**src/rtl/nfste_pkg.sv**
```systemverilog
// shared types, constants and a helper function for the nearest-first table emitter
// no dependencies; used by nfste_ctrl, nfste_dp and the top level
`default_nettype none

package nfste_pkg;

   // field widths
   localparam int POS_W           = 32;
   localparam int IDX_W           = 6;
   localparam int CNT_W           = 7;
   localparam int DIST_W          = POS_W + 1;
   localparam int TABLE_DEPTH_DEF = 64;

   // item kinds
   localparam logic KIND_WRITE = 1'b0;
   localparam logic KIND_QUERY = 1'b1;

   // table read address sources
   typedef enum logic [2:0] {
      RD_MID,
      RD_LO,
      RD_LO_M1,
      RD_LO_M2,
      RD_TAKE
   } rd_sel_type;

   // commands from controller to datapath
   typedef struct packed {
      logic       write_en;
      logic       start;
      logic       search_upd;
      logic       load_right;
      logic       load_left;
      logic       pick_lower;
      logic       pick_upper;
      logic       emit;
      logic       emit_empty;
      rd_sel_type rd_sel;
   } nfste_cmd_type;

   // status from datapath to controller
   typedef struct packed {
      logic n_zero;
      logic lo_lt_hi;
      logic lo_zero;
      logic lo_one;
      logic left_closer;
      logic take_left;
      logic more_left;
      logic more_right;
      logic last;
      logic out_free;
   } nfste_stat_type;

   // absolute distance of two positions at 33 bits
   function automatic logic [DIST_W-1:0] dist33(input logic signed [POS_W-1:0] a,
                                                input logic signed [POS_W-1:0] b);
      logic signed [DIST_W-1:0] d;
      d = DIST_W'(a) - DIST_W'(b);
      if (d < 0) begin
         d = -d;
      end
      return DIST_W'(unsigned'(d));
   endfunction

endpackage

`default_nettype wire

```
**src/rtl/nfste_ctrl.sv**
```systemverilog
// controller state machine: binary search, closest pick and outward walk sequencing
// depends on nfste_pkg for the command and status structs
`default_nettype none

module nfste_ctrl (
   input  wire logic                    clock,
   input  wire logic                    reset,
   input  wire logic                    req_valid,
   input  wire logic                    req_kind,
   output logic                         req_stall,
   input  wire nfste_pkg::nfste_stat_type stat,
   output nfste_pkg::nfste_cmd_type     cmd
);
   import nfste_pkg::*;

   typedef enum logic [9:0] {
      ST_IDLE   = 10'b0000000001,
      ST_SEARCH = 10'b0000000010,
      ST_SCMP   = 10'b0000000100,
      ST_CLO1   = 10'b0000001000,
      ST_CLO2   = 10'b0000010000,
      ST_CLO3   = 10'b0000100000,
      ST_EMIT   = 10'b0001000000,
      ST_LFETCH = 10'b0010000000,
      ST_RFETCH = 10'b0100000000,
      ST_EMPTY  = 10'b1000000000
   } state_type;

   state_type state_ff;
   state_type state_in;

   // items are taken only between queries
   assign req_stall = (state_ff != ST_IDLE);

   // next state and commands
   always_comb begin
      state_in = state_ff;
      cmd      = '0;
      cmd.rd_sel = RD_LO;
      case (state_ff)
         ST_IDLE: begin
            if (req_valid) begin
               if (req_kind == KIND_QUERY) begin
                  cmd.start = 1'b1;
                  state_in  = ST_SEARCH;
               end else begin
                  cmd.write_en = 1'b1;
               end
            end
         end
         ST_SEARCH: begin
            if (stat.n_zero) begin
               state_in = ST_EMPTY;
            end else if (stat.lo_lt_hi) begin
               cmd.rd_sel = RD_MID;
               state_in   = ST_SCMP;
            end else begin
               cmd.rd_sel = RD_LO;
               state_in   = ST_CLO1;
            end
         end
         ST_SCMP: begin
            cmd.search_upd = 1'b1;
            state_in       = ST_SEARCH;
         end
         ST_CLO1: begin
            // table[lo] arrives; fetch its lower neighbour if there is one
            cmd.load_right = 1'b1;
            cmd.rd_sel     = RD_LO_M1;
            if (stat.lo_zero) begin
               cmd.pick_upper = 1'b1;
               state_in       = ST_EMIT;
            end else begin
               state_in = ST_CLO2;
            end
         end
         ST_CLO2: begin
            cmd.load_left = 1'b1;
            state_in      = ST_CLO3;
         end
         ST_CLO3: begin
            // tie goes to the lower entry
            if (stat.left_closer) begin
               cmd.pick_lower = 1'b1;
               cmd.rd_sel     = RD_LO_M2;
               state_in       = stat.lo_one ? ST_EMIT : ST_LFETCH;
            end else begin
               cmd.pick_upper = 1'b1;
               state_in       = ST_EMIT;
            end
         end
         ST_EMIT: begin
            cmd.rd_sel = RD_TAKE;
            if (stat.out_free) begin
               cmd.emit = 1'b1;
               if (stat.last) begin
                  state_in = ST_IDLE;
               end else if (stat.take_left) begin
                  state_in = stat.more_left ? ST_LFETCH : ST_EMIT;
               end else begin
                  state_in = stat.more_right ? ST_RFETCH : ST_EMIT;
               end
            end
         end
         ST_LFETCH: begin
            cmd.load_left = 1'b1;
            state_in      = ST_EMIT;
         end
         ST_RFETCH: begin
            cmd.load_right = 1'b1;
            state_in       = ST_EMIT;
         end
         ST_EMPTY: begin
            if (stat.out_free) begin
               cmd.emit_empty = 1'b1;
               state_in       = ST_IDLE;
            end
         end
         default: begin
            state_in = ST_IDLE;
         end
      endcase
   end

   // state register
   always_ff @(posedge clock) begin
      if (reset) begin
         state_ff <= ST_IDLE;
      end else begin
         state_ff <= state_in;
      end
   end

endmodule

`default_nettype wire

```
**src/rtl/nfste_dp.sv**
```systemverilog
// datapath: position table memory, search bounds, walk pointers, distances and result register
// depends on nfste_pkg for widths, command and status structs and the distance function
`default_nettype none

module nfste_dp #(
   parameter int TABLE_DEPTH = nfste_pkg::TABLE_DEPTH_DEF
) (
   input  wire logic                              clock,
   input  wire logic                              reset,
   input  wire nfste_pkg::nfste_cmd_type          cmd,
   output nfste_pkg::nfste_stat_type              stat,
   input  wire logic [nfste_pkg::IDX_W-1:0]       req_slot,
   input  wire logic signed [nfste_pkg::POS_W-1:0] req_position,
   input  wire logic                              csr_write,
   input  wire logic [nfste_pkg::CNT_W-1:0]       csr_table_count,
   output logic                                   rsp_valid,
   input  wire logic                              rsp_stall,
   output logic signed [nfste_pkg::POS_W-1:0]     rsp_entry_position,
   output logic [nfste_pkg::IDX_W-1:0]            rsp_entry_index,
   output logic                                   rsp_empty_res,
   output logic                                   rsp_last
);
   import nfste_pkg::*;

   localparam int               ADDR_W = (TABLE_DEPTH > 1) ? $clog2(TABLE_DEPTH) : 1;
   localparam logic [CNT_W-1:0] DEPTH_C = CNT_W'(TABLE_DEPTH);

   // table memory and registered read data
   logic signed [POS_W-1:0] table_ff [TABLE_DEPTH];
   logic signed [POS_W-1:0] rdata_ff;
   logic [CNT_W-1:0]        rd_ptr;

   // configuration and query registers
   logic [CNT_W-1:0]        count_ff;
   logic signed [POS_W-1:0] target_ff, target_in;
   logic [CNT_W-1:0]        n_ff, n_in;
   logic [CNT_W-1:0]        lo_ff, lo_in;
   logic [CNT_W-1:0]        hi_ff, hi_in;
   logic [CNT_W-1:0]        lb_ff, lb_in;   // left pointer plus one, zero when exhausted
   logic [CNT_W-1:0]        r_ff, r_in;
   logic [CNT_W-1:0]        cnt_ff, cnt_in;
   logic signed [POS_W-1:0] lv_ff, lv_in;
   logic signed [POS_W-1:0] rv_ff, rv_in;
   logic [DIST_W-1:0]       dl_ff, dl_in;
   logic [DIST_W-1:0]       dr_ff, dr_in;

   // result register
   logic                    rsp_valid_ff, rsp_valid_in;
   logic signed [POS_W-1:0] rsp_pos_ff, rsp_pos_in;
   logic [IDX_W-1:0]        rsp_idx_ff, rsp_idx_in;
   logic                    rsp_empty_ff, rsp_empty_in;
   logic                    rsp_last_ff, rsp_last_in;

   logic [CNT_W-1:0]        mid;
   logic [CNT_W-1:0]        n_clamp;
   logic [DIST_W-1:0]       dist_rd;
   logic                    left_ok;
   logic                    right_ok;
   logic                    take_left;

   assign mid      = (lo_ff + hi_ff) >> 1;
   assign n_clamp  = (count_ff > DEPTH_C) ? DEPTH_C : count_ff;
   assign dist_rd  = dist33(rdata_ff, target_ff);
   assign left_ok  = (lb_ff != '0);
   assign right_ok = (r_ff < n_ff);
   assign take_left = left_ok && (!right_ok || (dl_ff <= dr_ff));

   // status towards the controller
   always_comb begin
      stat.n_zero      = (n_ff == '0);
      stat.lo_lt_hi    = (lo_ff < hi_ff);
      stat.lo_zero     = (lo_ff == '0);
      stat.lo_one      = (lo_ff == CNT_W'(1));
      stat.left_closer = (dl_ff <= dr_ff);
      stat.take_left   = take_left;
      stat.more_left   = (lb_ff >= CNT_W'(2));
      stat.more_right  = ((r_ff + CNT_W'(1)) < n_ff);
      stat.last        = ((cnt_ff + CNT_W'(1)) == n_ff);
      stat.out_free    = !rsp_valid_ff || !rsp_stall;
   end

   // read address selection
   always_comb begin
      case (cmd.rd_sel)
         RD_MID:   rd_ptr = mid;
         RD_LO:    rd_ptr = lo_ff;
         RD_LO_M1: rd_ptr = lo_ff - CNT_W'(1);
         RD_LO_M2: rd_ptr = lo_ff - CNT_W'(2);
         RD_TAKE:  rd_ptr = take_left ? (lb_ff - CNT_W'(2)) : (r_ff + CNT_W'(1));
         default:  rd_ptr = lo_ff;
      endcase
   end

   // table write and registered read
   always_ff @(posedge clock) begin
      if (cmd.write_en && ({1'b0, req_slot} < DEPTH_C)) begin
         table_ff[req_slot[ADDR_W-1:0]] <= req_position;
      end
      rdata_ff <= table_ff[rd_ptr[ADDR_W-1:0]];
   end

   // search, pick and walk updates
   always_comb begin
      target_in    = target_ff;
      n_in         = n_ff;
      lo_in        = lo_ff;
      hi_in        = hi_ff;
      lb_in        = lb_ff;
      r_in         = r_ff;
      cnt_in       = cnt_ff;
      lv_in        = lv_ff;
      rv_in        = rv_ff;
      dl_in        = dl_ff;
      dr_in        = dr_ff;
      rsp_pos_in   = rsp_pos_ff;
      rsp_idx_in   = rsp_idx_ff;
      rsp_empty_in = rsp_empty_ff;
      rsp_last_in  = rsp_last_ff;
      rsp_valid_in = rsp_valid_ff && rsp_stall;

      if (cmd.start) begin
         target_in = req_position;
         n_in      = n_clamp;
         lo_in     = '0;
         hi_in     = n_clamp - CNT_W'(1);
         cnt_in    = '0;
      end
      // lower bound step
      if (cmd.search_upd) begin
         if (rdata_ff < target_ff) begin
            lo_in = mid + CNT_W'(1);
         end else begin
            hi_in = mid;
         end
      end
      if (cmd.load_right) begin
         rv_in = rdata_ff;
         dr_in = dist_rd;
      end
      if (cmd.load_left) begin
         lv_in = rdata_ff;
         dl_in = dist_rd;
      end
      // closest is the entry below the lower bound
      if (cmd.pick_lower) begin
         r_in  = lo_ff - CNT_W'(1);
         rv_in = lv_ff;
         dr_in = dl_ff;
         lb_in = lo_ff - CNT_W'(1);
      end
      if (cmd.pick_upper) begin
         r_in  = lo_ff;
         lb_in = lo_ff;
      end
      // emit the nearer side and step its pointer outward
      if (cmd.emit) begin
         rsp_valid_in = 1'b1;
         rsp_empty_in = 1'b0;
         rsp_last_in  = stat.last;
         cnt_in       = cnt_ff + CNT_W'(1);
         if (take_left) begin
            rsp_pos_in = lv_ff;
            rsp_idx_in = IDX_W'(lb_ff - CNT_W'(1));
            lb_in      = lb_ff - CNT_W'(1);
         end else begin
            rsp_pos_in = rv_ff;
            rsp_idx_in = IDX_W'(r_ff);
            r_in       = r_ff + CNT_W'(1);
         end
      end
      if (cmd.emit_empty) begin
         rsp_valid_in = 1'b1;
         rsp_pos_in   = '0;
         rsp_idx_in   = '0;
         rsp_empty_in = 1'b1;
         rsp_last_in  = 1'b1;
      end
   end

   // control registers
   always_ff @(posedge clock) begin
      if (reset) begin
         count_ff     <= '0;
         target_ff    <= '0;
         n_ff         <= '0;
         lo_ff        <= '0;
         hi_ff        <= '0;
         lb_ff        <= '0;
         r_ff         <= '0;
         cnt_ff       <= '0;
         rsp_valid_ff <= 1'b0;
      end else begin
         if (csr_write) begin
            count_ff <= csr_table_count;
         end
         target_ff    <= target_in;
         n_ff         <= n_in;
         lo_ff        <= lo_in;
         hi_ff        <= hi_in;
         lb_ff        <= lb_in;
         r_ff         <= r_in;
         cnt_ff       <= cnt_in;
         rsp_valid_ff <= rsp_valid_in;
      end
   end

   // payload registers
   always_ff @(posedge clock) begin
      lv_ff        <= lv_in;
      rv_ff        <= rv_in;
      dl_ff        <= dl_in;
      dr_ff        <= dr_in;
      rsp_pos_ff   <= rsp_pos_in;
      rsp_idx_ff   <= rsp_idx_in;
      rsp_empty_ff <= rsp_empty_in;
      rsp_last_ff  <= rsp_last_in;
   end

   assign rsp_valid          = rsp_valid_ff;
   assign rsp_entry_position = rsp_pos_ff;
   assign rsp_entry_index    = rsp_idx_ff;
   assign rsp_empty_res      = rsp_empty_ff;
   assign rsp_last           = rsp_last_ff;

endmodule

`default_nettype wire

```
**src/rtl/nearest_first_sorted_table_emitter.sv**
```systemverilog
// top level of the nearest-first table emitter: joins nfste_ctrl and nfste_dp (uses nfste_pkg)
// a write item is taken while idle; a query blocks further items until its last result is emitted,
// and its walk is paced by the one table read port (one fetch per result) and by rsp_stall
// synchronous active-high reset clears the controller, the pointers, table_count and the result
// valid flag; the table contents are not cleared and need no clearing pass
`default_nettype none

module nearest_first_sorted_table_emitter #(
   parameter int TABLE_DEPTH = nfste_pkg::TABLE_DEPTH_DEF
) (
   input  wire logic                               clock,
   input  wire logic                               reset,
   input  wire logic                               req_valid,
   output logic                                    req_stall,
   input  wire logic                               req_kind,
   input  wire logic [nfste_pkg::IDX_W-1:0]        req_slot,
   input  wire logic signed [nfste_pkg::POS_W-1:0] req_position,
   output logic                                    rsp_valid,
   input  wire logic                               rsp_stall,
   output logic signed [nfste_pkg::POS_W-1:0]      rsp_entry_position,
   output logic [nfste_pkg::IDX_W-1:0]             rsp_entry_index,
   output logic                                    rsp_empty_res,
   output logic                                    rsp_last,
   input  wire logic                               csr_valid,
   output logic                                    csr_ready,
   input  wire logic [nfste_pkg::CNT_W-1:0]        csr_table_count
);
   import nfste_pkg::*;

   nfste_cmd_type  cmd;
   nfste_stat_type stat;

   // register write always taken
   assign csr_ready = 1'b1;

   nfste_ctrl u_ctrl (
      .clock     (clock),
      .reset     (reset),
      .req_valid (req_valid),
      .req_kind  (req_kind),
      .req_stall (req_stall),
      .stat      (stat),
      .cmd       (cmd)
   );

   nfste_dp #(
      .TABLE_DEPTH (TABLE_DEPTH)
   ) u_dp (
      .clock              (clock),
      .reset              (reset),
      .cmd                (cmd),
      .stat               (stat),
      .req_slot           (req_slot),
      .req_position       (req_position),
      .csr_write          (csr_valid && csr_ready),
      .csr_table_count    (csr_table_count),
      .rsp_valid          (rsp_valid),
      .rsp_stall          (rsp_stall),
      .rsp_entry_position (rsp_entry_position),
      .rsp_entry_index    (rsp_entry_index),
      .rsp_empty_res      (rsp_empty_res),
      .rsp_last           (rsp_last)
   );

`ifndef NO_ASSERTIONS
   // a query item blocks further items while it is worked on
   a_query_blocks: assert property (@(posedge clock) disable iff (reset)
      req_valid && !req_stall && (req_kind == KIND_QUERY) |=> req_stall)
      else $error("query item did not block the input");

   // a write item leaves the block ready for the next item
   a_write_no_block: assert property (@(posedge clock) disable iff (reset)
      req_valid && !req_stall && (req_kind == KIND_WRITE) |=> !req_stall)
      else $error("write item blocked the input");

   // an empty-table item is the only and last result of its query
   a_empty_last: assert property (@(posedge clock) disable iff (reset)
      rsp_valid && rsp_empty_res |-> rsp_last)
      else $error("empty-table item not flagged last");

   // an empty-table item carries zero position and index
   a_empty_zero: assert property (@(posedge clock) disable iff (reset)
      rsp_valid && rsp_empty_res |-> (rsp_entry_index == '0) && (rsp_entry_position == '0))
      else $error("empty-table item carries data");
`endif

endmodule

`default_nettype wire
```
**config.mk**
```make
export PLATFORM = sky130hd
export DESIGN_NAME = nearest_first_sorted_table_emitter
export DESIGN_NICKNAME = d
export VERILOG_FILES = /design/src/rtl/nfste_pkg.sv /design/src/rtl/nfste_ctrl.sv /design/src/rtl/nfste_dp.sv /design/src/rtl/nearest_first_sorted_table_emitter.sv
export SDC_FILE = /design/constraint.sdc
export NUM_CORES = 2
export LEC_CHECK = 0
export BUFFER_PORTS_ARGS = -buffer_cell sky130_fd_sc_hd__clkbuf_2
export CORE_ASPECT_RATIO = 1.75
export CORE_MARGIN = 3
export CORE_UTILIZATION = 55
export DETAILED_ROUTE_END_ITERATION = 8
export MAX_ROUTING_LAYER = met4
export PLACE_DENSITY = 0.73
export SETUP_SLACK_MARGIN = 0.5
export SYNTH_ARGS = -nofsm -noshare
export SYNTH_HDL_FRONTEND = slang
export SYNTH_SLANG_ARGS = --single-unit
```
**constraint.sdc**
```tcl
create_clock -name clock -period 8.9 [get_ports clock]
set_clock_uncertainty 0.05 [all_clocks]
set_input_delay 1.78 -clock clock [delete_from_list [all_inputs] [get_ports clock]]
set_output_delay 1.78 -clock clock [all_outputs]
set_load 0.1 [all_outputs]
```
# Word-level counts from Yosys, hierarchy flattened
# Memories as Yosys holds them, arrays and structs flattened. A register that Yosys moved wholly into a read port is not among the register bits.
# Index checks and enable logic that the tools add are counted.
# totals
reg_bits	262
latchBits	0
ram_bits	2048
romBits	0
input_bits	51
output_inout_bits	43
elab_cells	138
n_memories	1
# mem_list
memory	depth	width	read_ports	rd_clocked_by_memory_dff	write_ports	line	text
u_dp.table_ff	64	32	1	1	1	nfste_dp.sv:29	logic signed [POS_W-1:0] table_ff [TABLE_DEPTH];
# op_classes
add_sub_neg	11
mul	0
div_mod_pow	0
n_lt_le_gt_ge	8
n_eq_ne	20
shift	0
n_mux	63
bitwise_logic	0
reduce_logical	17
# ops
op	count
two-way mux 7 bit	18
two-way mux 33 bit	3
two-way mux 32 bit	3
case mux 10 bit (9 select lines)	1
two-way mux 10 bit	8
less-or-equal comparator 33 bit	1
< comparator 33 x 1 -> 1 bit, second input constant	1
negator 33 bit	1
subtractor 32 x 32 -> 33 bit	1
< comparator 32 bit	1
case mux 6 bit (4 select lines)	1
< comparator 7 bit	3
subtractor 7 x 1 -> 7 bit, second input constant	3
two-way mux 1 bit	17
two-way mux 8 bit	2
adder 7 x 1 -> 7 bit, second input constant	2
zero test 7 bit	2
two-way mux 6 bit	2
case mux 3 bit (4 select lines)	1
subtractor 6 x 2 -> 6 bit, second input constant	2
equality test 10 x 1 -> 1 bit, second input constant	1
equality test 10 bit, second input constant	1
equality test 10 x 2 -> 1 bit, second input constant	1
equality test 10 x 3 -> 1 bit, second input constant	1
other kinds (29)	42

# Depth between registers and ports, before layout
# depth
ltp_word	8
depth_mapped	20
mapped_depth_nobuf	16

# Cells and area by module
# A second synthesis with hierarchy kept.
# hier_totals
hier_cells	7103
hier_area_um2	96953.0
# by_module_without_submodules
mod	instances	cells_per_inst	area_each_um2	seq_area_each_um2
nfste_dp	1	6990	96043.4	68485.7
nfste_ctrl	1	111	898.4	200.2
nearest_first_sorted_table_emitter	1	2	11.3	0.0

# Worst setup path after synthesis
# Ideal clock, no wire load.
# synth_timing
path_kind	register to register
startpoint	register u_ctrl.state_ff[2]
endpoint	register u_dp.dr_ff[0] (enable)
setup_ns	0.666
t_arrival_ns	7.430
t_required_ns	8.184
setup_slack_ns	0.754
stages_incl_launch_ff	4
path_buffers	0
synth_period_minus_slack_ns	8.146
path_cell_list	dfxtp_1 -> nor3_2 -> nand2_1 -> o41ai_1
# synth_via
elab_chain_cells	4
elab_cells_between_ends	7
classes_between	eq/ne: 3; mux: 2; reduce/logical: 2
# synth_rtl
element	line	text
from (decl)	nfste_ctrl.sv:29	state_type state_ff;
from (signal assigned)	nfste_ctrl.sv:130	state_ff <= state_in;
equality test 10 x 9 -> 1 bit or equality test 10 x 4 -> 1 bit (tied branches)	nfste_ctrl.sv:40	case (state_ff)
OR reduction 2 bit (no line)	--	
two-way mux 1 bit	nfste_ctrl.sv:40	
nonzero test 2 bit (no line) *	--	
to (signal assigned)	nfste_dp.sv:212	dr_ff <= dr_in;
to (decl)	nfste_dp.sv:45	logic [DIST_W-1:0] dr_ff, dr_in;
# Every way passes the cells marked *; elsewhere a longest branch is shown, timed or not.
# A chain may end at the register's enable or synchronous reset.

# Worst setup path after layout
# layout_timing
startpoint	register u_dp.dl_ff[2]
endpoint	register u_dp.rdata_ff[16] (read register of u_dp.table_ff)
# layout_via
elab_chain_cells	5
elab_cells_between_ends	11
classes_between	order compare: 1; eq/ne: 3; mux: 4; reduce/logical: 3
# layout_rtl
element	line	text
from (decl)	nfste_dp.sv:44	logic [DIST_W-1:0] dl_ff, dl_in;
from (signal assigned)	nfste_dp.sv:211	dl_ff <= dl_in;
less-or-equal comparator 33 bit *	nfste_dp.sv:66, nfste_dp.sv:74	
two-way mux 2 bit or logical OR 1 bit (tied branches)	nfste_ctrl.sv:83, nfste_dp.sv:66	
case mux 3 bit (4 select lines) or logical AND 1 bit (tied branches)	nfste_ctrl.sv:40, nfste_dp.sv:66	
equality test 3 bit (tied with other cells)	nfste_dp.sv:84	case (cmd.rd_sel)
case mux 6 bit (4 select lines) *	nfste_dp.sv:84	
to (decl)	nfste_dp.sv:30	logic signed [POS_W-1:0] rdata_ff;
# Marked as above.

==> reports/qor.txt <==
critical setup path kind: reg2reg
DP Area: 103000 sq um
critical path startpoint: u_dp.dl_ff[2]
Peak Freq: 146 MHz
P&R area growth vs syn: 10.3%
CTS tree: done
max cap viols: 0
H-tree Lvls: 4
GRT Total Usage: 32.4%
period utilization: 77.1%
Post-CTS Hold Buffers: 0
status: finished, final reports clean
crit end category: register
Worst Path Required: 9.52 ns
first-pass GRT wire length: 431 mm
Yosys top cell area share: 66.2%
Avg Synthesized Cell Area: 13.0 sq um
Power Density: 205 nW/um^2
DRC errors left: 0
Startpoint Class: register
largest area contributor in the netlist: edfxtp_1
drt wl/cell: 29.5 microns
worst-margin pin slew: 1.34 ns
clock slew at the register clock pins of the worst setup and hold paths: 0.07 ns
setup_tns: 0 ns
Final Setup Violations: 0
I/O Pins: 94
nets: 7719
Async SR Flop Fraction: 0%
post-detail-place hpwl: 179 mm
Place WS: 2.20 ns
Clock Tree Buf Depth: 4
worst-path cell chain: ha_1, a21oi_1, o21ai_0, a2111oi_2, o22a_1, a211oi_1, a311oi_1, o32a_2, buf_12, buf_4, and3_1, a311oi_1, nor4_1, a211oi_1
most frequent cell after synthesis: edfxtp_1
worst relative slew slack: 10.4%
Seq/Total Area, Yosys: 69.5%
EDFF count, synth: 2178
Worst EP arrival: 7.49 ns
Synth warnings: 0
Hold WC Path Type: reg2reg
critical path's top delay family: compound AO/OA/AOI/OAI gates
crit-path max FO: 59
Syn Nets: 7735
pin count of the biggest net entering global routing: 127
share of post-route cells with drive strength above 1: 9.75%
fin worst setup slack: 2.04 ns
Final ANT Viol Nets: 0
worst hold slack: 0.402 ns
Post-Route WL: 298 mm
most instantiated cells after synthesis: 2178 x edfxtp_1, 1534 x nand2_1, 384 x and3_1
I/O Buffers: 92
unrepaired setup endpoints after global routing: false
Mapped Area: 98800 sq um
worst r2r dst: u_dp.rdata_ff[16]
top cells by area, synth: edfxtp_1 66%, nand2_1 5.8%, dfxtp_1 3.3%
CTS sink cnt: 2342
ys flop type: edfxtp_1
CTS Buf Count: 198
#FFs+latches synth: 2342
Die Ht: 567 microns
Fill cells: 13300
post-CTS setup buffer count: 0
Initial DRC Count: 9228
cell count after synthesis: 7579
vias per inst: 6.62
post_cts resized: 0
vias in the first global route: 65500
final hold viol count: 0
starting density of the core: 55.4%
Die ar.: 185000 sq um
clock latency at the later pin of the worst-skew pair: 0.86 ns
Via Count: 67000
die width: 326 microns
Max stage delay on crit path: 1.06 ns
Crit path depth: 14
static leakage: 38.0 nW
Critical path buffers and inverters: 2
final instance area: 109000 sq um
Period minus WS final: 6.86 ns
Slew Limit Fails: 0
reg2reg path depth: 14
Synth cell types: 94
crit path to: u_dp.rdata_ff[16]
cell row count: 205
R2R Setup Slk: 2.04 ns
crit path max-delay cell type: nor4_1
initial antenna violation count: 7
core area: 179000 sq um
drt first pass iters: 6
reg2reg start: u_dp.dl_ff[2]
worst vdd ir: 173 uV
GRT Residual Overflow: 0
clock root cell: clkbuf_16
final RePlAce weighted congestion: 0.956
==> cells by family (layout without fill, tap and decap cells) <==
| logic type | after synthesis | count (layout) | synth area share (%) |
|---|---|---|---|
| and+or+nand+nor | 2822 | 2822 | 13.1 |
| DFF | 2342 | 2342 | 69.5 |
| xor gates and xnor gates | 92 | 92 | 0.815 |
| muxes | 254 | 254 | 2.72 |
| AOI/OAI and AO/OA | 1314 | 1314 | 9.75 |
| adders and majority gates | 105 | 105 | 1.34 |
| buffers and inverters | 649 | 794 | 2.80 |
| other | 1 | 6 | 0.00379 |
==> cells in the final DEF, fill, tap and decap left out, drive strengths merged, types with 43 or more instances in the layout <==
master	count
edfxtp	2178
a31oi	137
clkinv	68
a21o	43
inv	124
o211ai	94
nand3	259
a311oi	195
nor4	94
and3	384
ha	103
dfxtp	164
and2	63
a211oi	374
mux2i	228
clkbuf	346
xnor2	60
nand4	71
o21ai	75
buf	223
nand2	1534
nor2	286
a21oi	182
==> worst min-delay path, stage by stage, from the launching register on <==
cell	delay [ns]
dfxtp_1	0.31
nand2_1	0.05
a21oi_1	0.05
==> metrics by stage <==
| stage | power, mW | cells | utilization, % |
|---|---|---|---|
| 2_1_floorplan | 13.3 | 7579 | - |
| 3_3_place_gp | 13.8 | 9743 | 57.4 |
| 3_5_place_dp | 13.8 | 9743 | 57.4 |
| 4_1_cts | 22.4 | 10100 | 61.0 |
| 5_1_grt | 22.9 | 10100 | 61.0 |
| 6_report | 22.4 | 10100 | 61.0 |
==> report_power, final <==
part           internal [mW]  total, mW  switching (mW)
Sequential              12.1       12.2          0.0758
Combinational          0.359       1.39            1.03
Clock                   4.83       8.75            3.93
Total                   17.3       22.4            5.03
==> registers in the layout, indices dropped and copies added, names as in the netlist, 10 cells and up <==
| name | flops |
|---|---|
| u_dp.lv_ff | 32 |
| u_dp.target_ff | 32 |
| u_ctrl.state_ff | 10 |
| u_dp.table_ff | 2048 |
| u_dp.dl_ff | 33 |
| u_dp.dr_ff | 33 |
| u_dp.rv_ff | 32 |
| u_dp.rdata_ff | 32 |
| u_dp.rsp_entry_position | 32 |
==> worst min-delay path by stage <==
stage | start | end | slack, ns | cells after the start
finish | u_dp.rsp_entry_index[2] | u_dp.rsp_entry_index[2] | 0.40 | 2
global route | u_dp.target_ff[12] | u_dp.target_ff[12] | 0.42 | 2
CTS | u_dp.target_ff[31] | u_dp.target_ff[31] | 0.40 | 2
detailed placement | u_dp.target_ff[31] | u_dp.target_ff[31] | 0.39 | 2
global placement | u_dp.rsp_entry_index[5] | u_dp.rsp_entry_index[5] | 0.39 | 2
floorplan | u_dp.rdata_ff[0] | u_dp.lv_ff[0] | 0.36 | 0
==> area by class of cell <==
class,count,area [sq um],area share (%)
inverter,119,447,0.410
clock inverter,106,1090,1.00
sequential,2342,68700,63.0
multi-input combinational,4588,28000,25.7
antenna,5,12.5,0.0115
tap,2380,2980,2.73
clock buffer,255,5330,4.89
timing repair buffer,314,2420,2.22
==> per-layer routing <==
layer	GRT usage, %	vias up	routed length, microns	share of wire, %
li1	-	28700	-	-
met1	36.6	33100	98700	33
met5	-	-	0	0
met4	19.6	0	21800	7.3
met2	54.1	4115	149000	50
met3	5.28	1099	28300	9.5
(Power assumes the default switching activity.)
